==> config.mk <==
export PLATFORM = sky130hd
export DESIGN_NAME = base_relocation_block_parser
export DESIGN_NICKNAME = d
export VERILOG_FILES = /design/src/design/brbp_pkg.sv /design/src/design/brbp_walker.sv /design/src/design/brbp_result_fifo.sv /design/src/design/base_relocation_block_parser.sv
export VERILOG_INCLUDE_DIRS = /design/src /design/src/design
export SDC_FILE = /design/constraint.sdc
export NUM_CORES = 1
export LEC_CHECK = 0
export BUFFER_PORTS_ARGS = -buffer_cell sky130_fd_sc_hd__buf_2
export CORE_MARGIN = 4
export CORE_UTILIZATION = 50
export CTS_CLUSTER_SIZE = 16
export DETAILED_ROUTE_END_ITERATION = 10
export MAX_ROUTING_LAYER = met4
export PLACE_DENSITY = 0.67
export SYNTH_ARGS = -nofsm -noshare
export SYNTH_HDL_FRONTEND = slang
export SYNTH_SLANG_ARGS = --single-unit
==> constraint.sdc <==
create_clock -name clk -period 10.3 [get_ports clk]
set_input_delay 0.515 -clock clk [delete_from_list [all_inputs] [get_ports clk]]
set_output_delay 0.515 -clock clk [all_outputs]
set_load 0.01 [all_outputs]
==> src/design/base_relocation_block_parser_defines.svh <==
// Assertion macros shared by the base-relocation parser RTL.
`ifndef BASE_RELOCATION_BLOCK_PARSER_DEFINES_SVH
`define BASE_RELOCATION_BLOCK_PARSER_DEFINES_SVH

// Same-cycle implication, checked on every rising edge out of reset.
`define BRBP_ASSERT_NOW(label, ante, cons, msg) \
    label: assert property (@(posedge clk) disable iff (!rst_n) (ante) |-> (cons)) \
        else $error(msg);

// Next-cycle implication, checked on every rising edge out of reset.
`define BRBP_ASSERT_NEXT(label, ante, cons, msg) \
    label: assert property (@(posedge clk) disable iff (!rst_n) (ante) |=> (cons)) \
        else $error(msg);

`endif

==> src/design/brbp_pkg.sv <==
// Shared types and constants for the base-relocation parser.
package brbp_pkg;

    // Input operation codes
    typedef enum logic [1:0] {
        OP_START   = 2'd0,
        OP_DATA    = 2'd1,
        OP_EXHAUST = 2'd2,
        OP_NONE    = 2'd3
    } opcode_t;

    // Result status codes
    typedef enum logic [1:0] {
        ST_ENTRY   = 2'd0,
        ST_SUCCESS = 2'd1,
        ST_CORRUPT = 2'd2,
        ST_ABSENT  = 2'd3
    } status_t;

    localparam int unsigned ADDR_W       = 32;
    localparam int unsigned WORD_W       = 16;
    localparam int unsigned OFFSET_W     = 12;
    localparam int unsigned TYPE_W       = WORD_W - OFFSET_W;
    localparam int unsigned HEADER_BYTES = 8;
    localparam int unsigned WORD_BYTES   = 2;

    // Result buffer sizing: two pushes per cycle, one pop
    localparam int unsigned FIFO_DEPTH = 8;
    localparam int unsigned FIFO_PTR_W = $clog2(FIFO_DEPTH);
    localparam int unsigned FIFO_CNT_W = $clog2(FIFO_DEPTH + 1);
    // Accept only while a staged and a newly accepted transaction both fit
    localparam int unsigned FIFO_ACCEPT_MAX = FIFO_DEPTH - 4;

    // APB register indexes (word address)
    localparam logic REG_DIR_BASE  = 1'b0;
    localparam logic REG_DIR_BYTES = 1'b1;

    typedef struct packed {
        logic [ADDR_W-1:0] entry_address;
        status_t           status;
        logic              last;
    } result_t;

    // Results produced by one parser step
    typedef struct packed {
        logic    push0;
        logic    push1;
        result_t res0;
        result_t res1;
    } push_t;

endpackage

==> src/design/brbp_walker.sv <==
// Parser state and per-word decode: header assembly, entry filter, end checks.
module brbp_walker (
    input  logic                         clk,
    input  logic                         rst_n,
    input  logic                         step_valid,
    input  brbp_pkg::opcode_t            step_opcode,
    input  logic [brbp_pkg::WORD_W-1:0]  step_word,
    input  logic [brbp_pkg::ADDR_W-1:0]  dir_base,
    input  logic [brbp_pkg::ADDR_W-1:0]  dir_bytes,
    output brbp_pkg::push_t              push
);
    import brbp_pkg::*;

    typedef enum logic [1:0] {
        PH_IDLE    = 2'd0,
        PH_HEADER  = 2'd1,
        PH_ENTRIES = 2'd2
    } phase_t;

    phase_t            phase_reg, phase_next;
    logic [1:0]        hwi_reg, hwi_next;
    logic [ADDR_W-1:0] page_reg, page_next;
    logic [ADDR_W-1:0] bbytes_reg, bbytes_next;
    logic [ADDR_W-1:0] bcons_reg, bcons_next;
    logic [ADDR_W-1:0] dcons_reg, dcons_next;

    logic [ADDR_W-1:0] end_addr;
    logic [ADDR_W-1:0] dcons_inc;
    logic [ADDR_W-1:0] cur_addr;
    logic [ADDR_W-1:0] bcons_inc;
    logic [ADDR_W-1:0] bbytes_hdr;
    logic              in_dir;
    logic              more_entries;
    logic              is_entry;
    result_t           entry_res;
    result_t           success_res;

    // Directory end and advanced positions (address is base plus bytes consumed)
    assign end_addr   = dir_base + dir_bytes;
    assign dcons_inc  = dcons_reg + ADDR_W'(WORD_BYTES);
    assign cur_addr   = dir_base + dcons_inc;
    assign bcons_inc  = bcons_reg + ADDR_W'(WORD_BYTES);
    assign bbytes_hdr = {step_word, bbytes_reg[WORD_W-1:0]};
    assign in_dir     = cur_addr < end_addr;
    assign is_entry   = step_word[WORD_W-1 -: TYPE_W] != '0;

    assign entry_res.entry_address = page_reg | {{(ADDR_W-OFFSET_W){1'b0}},
                                                 step_word[OFFSET_W-1:0]};
    assign entry_res.status        = ST_ENTRY;
    assign entry_res.last          = 1'b0;

    assign success_res.entry_address = '0;
    assign success_res.status        = ST_SUCCESS;
    assign success_res.last          = 1'b1;

    // Block continues with entries only while both counts allow
    assign more_entries = (phase_reg == PH_HEADER) ? (ADDR_W'(HEADER_BYTES) < bbytes_hdr)
                                                   : (bcons_inc < bbytes_reg);

    // Step decode
    always_comb
    begin
        phase_next  = phase_reg;
        hwi_next    = hwi_reg;
        page_next   = page_reg;
        bbytes_next = bbytes_reg;
        bcons_next  = bcons_reg;
        dcons_next  = dcons_reg;
        push        = '0;
        if (step_valid)
        begin
            case (step_opcode)
                OP_START:
                begin
                    if (dir_base == '0 || dir_bytes == '0)
                    begin
                        phase_next                = PH_IDLE;
                        push.push0                = 1'b1;
                        push.res0.entry_address   = '0;
                        push.res0.status          = ST_ABSENT;
                        push.res0.last            = 1'b1;
                    end
                    else
                    begin
                        dcons_next = '0;
                        bcons_next = '0;
                        if (dir_base < end_addr)
                        begin
                            phase_next = PH_HEADER;
                            hwi_next   = 2'd0;
                        end
                        else
                        begin
                            phase_next = PH_IDLE;
                            push.push0 = 1'b1;
                            push.res0  = success_res;
                        end
                    end
                end
                OP_EXHAUST:
                begin
                    if (phase_reg != PH_IDLE)
                    begin
                        phase_next              = PH_IDLE;
                        push.push0              = 1'b1;
                        push.res0.entry_address = '0;
                        push.res0.status        = ST_CORRUPT;
                        push.res0.last          = 1'b1;
                    end
                end
                OP_DATA:
                begin
                    if (phase_reg == PH_HEADER)
                    begin
                        dcons_next = dcons_inc;
                        case (hwi_reg)
                            2'd0:    page_next   = {{(ADDR_W-WORD_W){1'b0}}, step_word};
                            2'd1:    page_next   = {step_word, page_reg[WORD_W-1:0]};
                            2'd2:    bbytes_next = {{(ADDR_W-WORD_W){1'b0}}, step_word};
                            default: bbytes_next = bbytes_hdr;
                        endcase
                        if (hwi_reg != 2'd3)
                        begin
                            hwi_next = hwi_reg + 2'd1;
                        end
                        else
                        begin
                            hwi_next   = 2'd0;
                            bcons_next = ADDR_W'(HEADER_BYTES);
                            if (in_dir && more_entries)
                            begin
                                phase_next = PH_ENTRIES;
                            end
                            else if (in_dir)
                            begin
                                phase_next = PH_HEADER;
                            end
                            else
                            begin
                                phase_next = PH_IDLE;
                                push.push0 = 1'b1;
                                push.res0  = success_res;
                            end
                        end
                    end
                    else if (phase_reg == PH_ENTRIES)
                    begin
                        dcons_next = dcons_inc;
                        bcons_next = bcons_inc;
                        // Entry result comes first, success behind it
                        if (is_entry)
                        begin
                            push.push0 = 1'b1;
                            push.res0  = entry_res;
                        end
                        if (in_dir && more_entries)
                        begin
                            phase_next = PH_ENTRIES;
                        end
                        else if (in_dir)
                        begin
                            phase_next = PH_HEADER;
                            hwi_next   = 2'd0;
                        end
                        else
                        begin
                            phase_next = PH_IDLE;
                            if (is_entry)
                            begin
                                push.push1 = 1'b1;
                                push.res1  = success_res;
                            end
                            else
                            begin
                                push.push0 = 1'b1;
                                push.res0  = success_res;
                            end
                        end
                    end
                end
                default:
                begin
                end
            endcase
        end
    end

    // State registers
    always_ff @(posedge clk or negedge rst_n)
    begin
        if (!rst_n)
        begin
            phase_reg  <= PH_IDLE;
            hwi_reg    <= 2'd0;
            page_reg   <= '0;
            bbytes_reg <= '0;
            bcons_reg  <= '0;
            dcons_reg  <= '0;
        end
        else
        begin
            phase_reg  <= phase_next;
            hwi_reg    <= hwi_next;
            page_reg   <= page_next;
            bbytes_reg <= bbytes_next;
            bcons_reg  <= bcons_next;
            dcons_reg  <= dcons_next;
        end
    end

endmodule

==> src/design/brbp_result_fifo.sv <==
// Result buffer: up to two writes per cycle, one read per cycle.
module brbp_result_fifo (
    input  logic                            clk,
    input  logic                            rst_n,
    input  brbp_pkg::push_t                 push,
    input  logic                            pop,
    output brbp_pkg::result_t               head,
    output logic                            not_empty,
    output logic [brbp_pkg::FIFO_CNT_W-1:0] count
);
    import brbp_pkg::*;

    result_t                 mem [FIFO_DEPTH];
    logic [FIFO_PTR_W-1:0]   wr_ptr_reg, wr_ptr_next;
    logic [FIFO_PTR_W-1:0]   rd_ptr_reg, rd_ptr_next;
    logic [FIFO_CNT_W-1:0]   count_reg, count_next;
    logic [FIFO_PTR_W-1:0]   wr_ptr_inc;
    logic                    do_pop;

    assign do_pop     = pop && (count_reg != '0);
    assign wr_ptr_inc = wr_ptr_reg + FIFO_PTR_W'(1);
    assign head       = mem[rd_ptr_reg];
    assign not_empty  = count_reg != '0;
    assign count      = count_reg;

    // Pointer and occupancy update
    always_comb
    begin
        wr_ptr_next = wr_ptr_reg + FIFO_PTR_W'(push.push0) + FIFO_PTR_W'(push.push1);
        rd_ptr_next = rd_ptr_reg + FIFO_PTR_W'(do_pop);
        count_next  = count_reg + FIFO_CNT_W'(push.push0) + FIFO_CNT_W'(push.push1)
                      - FIFO_CNT_W'(do_pop);
    end

    always_ff @(posedge clk or negedge rst_n)
    begin
        if (!rst_n)
        begin
            wr_ptr_reg <= '0;
            rd_ptr_reg <= '0;
            count_reg  <= '0;
        end
        else
        begin
            wr_ptr_reg <= wr_ptr_next;
            rd_ptr_reg <= rd_ptr_next;
            count_reg  <= count_next;
        end
    end

    // Storage writes
    always_ff @(posedge clk)
    begin
        if (push.push0)
        begin
            mem[wr_ptr_reg] <= push.res0;
        end
        if (push.push1)
        begin
            mem[wr_ptr_inc] <= push.res1;
        end
    end

endmodule

==> src/design/base_relocation_block_parser.sv <==
// Base-relocation directory parser top level: APB registers, input stage, result buffer.
// Path: an accepted transaction is registered in the input stage, and its results are written
// to the result buffer before they are offered on the result channel.
// Throughput: one transaction per cycle while results drain; set by the 8-entry result
// buffer, which takes new input only while it holds 4 or fewer results.
// Reset: rst_n (async, active low) clears registers, parser state and the buffer.
`include "base_relocation_block_parser_defines.svh"

module base_relocation_block_parser (
    input  logic                         clk,
    input  logic                         rst_n,
    // APB configuration
    input  logic                         psel,
    input  logic                         penable,
    input  logic                         pwrite,
    input  logic [2:0]                   paddr,
    input  logic [31:0]                  pwdata,
    output logic [31:0]                  prdata,
    output logic                         pready,
    // Input channel
    input  logic                         in_valid,
    output logic                         in_ready,
    input  logic [1:0]                   opcode,
    input  logic [brbp_pkg::WORD_W-1:0]  data_word,
    // Result channel
    output logic                         out_valid,
    input  logic                         out_ready,
    output logic [brbp_pkg::ADDR_W-1:0]  entry_address,
    output logic [1:0]                   status,
    output logic                         last
);
    import brbp_pkg::*;

    logic [ADDR_W-1:0]     dir_base_reg;
    logic [ADDR_W-1:0]     dir_bytes_reg;
    logic                  cfg_write;

    logic                  stage_valid_reg;
    opcode_t               stage_opcode_reg;
    logic [WORD_W-1:0]     stage_word_reg;

    push_t                 push;
    result_t               head;
    logic                  not_empty;
    logic [FIFO_CNT_W-1:0] fifo_count;

    // APB register file
    assign pready    = 1'b1;
    assign cfg_write = psel && penable && pwrite;
    assign prdata    = (paddr[2] == REG_DIR_BYTES) ? dir_bytes_reg : dir_base_reg;

    always_ff @(posedge clk or negedge rst_n)
    begin
        if (!rst_n)
        begin
            dir_base_reg  <= '0;
            dir_bytes_reg <= '0;
        end
        else if (cfg_write)
        begin
            unique case (paddr[2])
                REG_DIR_BASE:  dir_base_reg  <= pwdata;
                REG_DIR_BYTES: dir_bytes_reg <= pwdata;
                default:       dir_base_reg  <= dir_base_reg;
            endcase
        end
    end

    // Input stage
    assign in_ready = fifo_count <= FIFO_CNT_W'(FIFO_ACCEPT_MAX);

    always_ff @(posedge clk or negedge rst_n)
    begin
        if (!rst_n)
        begin
            stage_valid_reg <= 1'b0;
        end
        else
        begin
            stage_valid_reg <= in_valid && in_ready;
        end
    end

    always_ff @(posedge clk)
    begin
        if (in_valid && in_ready)
        begin
            stage_opcode_reg <= opcode_t'(opcode);
            stage_word_reg   <= data_word;
        end
    end

    brbp_walker u_walker (
        .clk         (clk),
        .rst_n       (rst_n),
        .step_valid  (stage_valid_reg),
        .step_opcode (stage_opcode_reg),
        .step_word   (stage_word_reg),
        .dir_base    (dir_base_reg),
        .dir_bytes   (dir_bytes_reg),
        .push        (push)
    );

    brbp_result_fifo u_fifo (
        .clk       (clk),
        .rst_n     (rst_n),
        .push      (push),
        .pop       (out_ready),
        .head      (head),
        .not_empty (not_empty),
        .count     (fifo_count)
    );

    // Result channel
    assign out_valid     = not_empty;
    assign entry_address = head.entry_address;
    assign status        = head.status;
    assign last          = head.last;

    // Checks
    `BRBP_ASSERT_NOW(a_fifo_bound, 1'b1, fifo_count <= FIFO_CNT_W'(FIFO_DEPTH), "result buffer overflow")
    `BRBP_ASSERT_NOW(a_push_order, push.push1, push.push0 && push.res0.status == ST_ENTRY, "second result without entry first")
    `BRBP_ASSERT_NOW(a_final_last, push.push0 && push.res0.status != ST_ENTRY, push.res0.last && !push.push1, "final status not marked last")
    `BRBP_ASSERT_NEXT(a_accept_stage, in_valid && in_ready, stage_valid_reg, "accepted transaction not staged")

endmodule

==> flow_metrics.tcl <==
set metrics [dict create \
    synthDistinctLibCells 74 \
    total_power_mw 6.48 \
    crit_cells 30 \
    cts_setup_buffers 0 \
    drc 0 \
    core.rowCount 85 \
    dp_hpwl_um 48500 \
    yosys.area.top_type "dfxtp_1" \
    regMostFlops "u_fifo.mem" \
    hold_slack_ns 0.0810 \
    rsz0062_at_grt "no" \
    critPathMaxFanout 10 \
    start_util 0.506 \
    drive_gt1_frac 0.166 \
    critical_path_buf_inv_count 2 \
    synth_area_um2 27300 \
    syn_area_per_cell_um2 9.68 \
    setup_viol 0 \
    grt_pass1_wl_um 118000 \
    grt_max_degree 79 \
    clk_latency_ns 0.63 \
    routedWlPerCell_um 20.3 \
    peakVddDrop_uv 170 \
    largest_reg_flops 280 \
    die_x_um 242 \
    max-clock-path-buffers 3 \
    critPathArrivalTime_ns 9.24 \
    cts_made_buffers 51 \
    ctsResizeCount 0 \
    synth_top_area_frac 0.194 \
    cts.sinks 503 \
    crit_type "flip-flop to flip-flop" \
    gp_congestion 0.889 \
    end_kind "flip-flop" \
    synth_fp_nets 3062 \
    grt_overflow_total 0 \
    fill_cells 4660 \
    leakagePower_nw 12.4 \
    ff2ff_path_depth 30 \
    met2WireLength_um 34500 \
    firstDrtPassIters 5 \
    cts_max_level 2 \
    die_h_um 242 \
    critical_path.top_delay_family "compound AO/OA/AOI/OAI gates" \
    slew_headroom 0.228 \
    antenna_cells 0 \
    first_iter_violations 1733 \
    max_stage_delay_ns 0.77 \
    cts_tree "built" \
    clkSlewWorstSetupHoldPaths_ns 0.06 \
    synth_edf_count 34 \
    met1_length_um 31900 \
    fin_crit_sh 0.851 \
    maxCapViolCount 0 \
    coreArea_um2 53900 \
    synthCells 2820 \
    fin_crit_ns 8.77 \
    finalSetupTns_ns 0 \
    io_pins 130 \
    vias 21856 \
    totalWireLength_um 72900 \
    grt_pass1_vias 21857 \
    yosysMostFrequentCell "o21ai_0" \
    cts-root-buf "clkbuf_16" \
    hold_class "input pin to flip-flop" \
    area_delta_synth_final_pct 10.6 \
    cp_slowest_cell "nor4b_1" \
    grt.total_usage 0.251 \
    ys_ff_latch 503 \
    tightest_slew_ns 1.15 \
    place_area_um2 28400 \
    fin_area_um2 30200 \
    synth_flop_cell "dfxtp_1" \
    startpoint_type "flip-flop" \
    place_inst 3504 \
    holdPathStages 1 \
    ant_nets 0 \
    viasPerCell 6.07 \
    cellPowerDensity_nw_per_um2 214 \
    synthArstFlopShare 0.408 \
    routed.top_layer "met4" \
    clock.fmax_mhz 114 \
    finalHoldViolations 0 \
    synth.area.top_cells "dfxtp_1 (19%), dfrtp_1 (19%), ha_1 (8.2%)" \
    antenna_found_initial 0 \
    outcome "complete, no violations" \
    met3WireLength_um 4570 \
    portBuffers 126 \
    worstPathRequired_ns 10.78 \
    holdBufCountCts 1 \
    slew_viol_final 0 \
    synth_common_cells "o21ai_0 (344), nand3_1 (301), nand2_1 (278)" \
    finalNetCount 3104 \
    seq_area_frac_synth 0.419 \
    final_cells 3598 \
    yosys_warnings 0 \
    fin_skew_ns 0.0543 \
    dieArea_um2 58400 \
]
cells by family (layout without fill, tap and decap cells):
kind of cell	Yosys count	after routing	synth area share
AO/OA/AOI/OAI	697	697	0.154
multiplexers	203	203	0.112
flip-flops	503	503	0.419
other	1	1	0.000137
AND/OR/NAND/NOR	876	876	0.156
adder cells (fa/ha/maj)	182	182	0.0845
XOR/XNOR	121	121	0.0388
buffers and inverters	237	319	0.0351
cell type report:
cell class | count | area, um2 | area share
Tap cell | 696 | 871 | 0.0288
Inverter | 67 | 251 | 0.00833
Sequential cell | 503 | 11400 | 0.379
Clock buffer | 74 | 1490 | 0.0493
Clock inverter | 19 | 264 | 0.00874
Multi-Input combinational cell | 2080 | 15000 | 0.497
Timing Repair Buffer | 159 | 890 | 0.0295
report_power, final:
part / internal (mW) / switching (mW) / leakage [nW] / total, mW
clock network: 1.11 / 0.807 / 0.859 / 1.92
registers: 2.14 / 0.316 / 5.10 / 2.46
logic: 0.918 / 1.18 / 6.46 / 2.10
total: 4.17 / 2.30 / 12.4 / 6.48
layout by cell type, fill, tap and decap left out, types with 13 or more instances in the layout:
cell type,Yosys,layout
edfxtp_1,34,34
nand4_1,28,28
nor3_1,21,20
inv_1,66,66
xnor2_1,75,75
nor4_1,29,28
nand3_1,301,301
dfxtp_1,264,264
a21oi_1,87,87
ha_1,178,178
xor2_1,46,46
mux2_2,131,131
nor2b_1,17,17
nor2_1,74,73
o21ai_0,344,344
buf_2,30,125
a21o_1,53,53
o21ai_1,16,16
dfrtp_1,205,202
nand2b_1,48,48
mux4_2,70,70
o31ai_1,95,95
clkbuf_16,0,52
and3_1,19,19
buf_4,8,32
nand2_1,278,278
o21a_1,13,13
and2_1,18,18
a22o_1,16,16
layer usage:
layer  GRT usage  vias to the layer above
met5           -                        -
met4      0.0681                        0
met3      0.0431                      140
met2       0.407                      649
met1       0.328                    10671
li1            -                    10396
final timing paths:
| kind | startpoint | to | slack (ns) |
|---|---|---|---|
| setup reg to reg | u_walker.dcons_reg[1] | u_fifo.count[1] | 1.53 |
| setup / recovery | u_walker.dcons_reg[1] | u_fifo.count[1] | 1.53 |
| max in group asynchronous | rst_n | u_walker.dcons_reg[10] | 7.64 |
| hold reg to reg | u_fifo.mem[2][24] | u_fifo.mem[2][24] | 0.46 |
| hold / removal | data_word[3] | stage_word_reg[3] | 0.08 |
| min in group asynchronous | rst_n | dir_bytes_reg[21] | 0.48 |
per-stage QoR:
stage               utilization  setup WS [ns]
floorplan                     -           3.56
global placement          0.527           1.83
detailed placement        0.527           1.65
CTS                       0.560           1.61
global route              0.560          0.871
finish                    0.560           1.53
No activity file was read; power rests on OpenSTA's default activity.
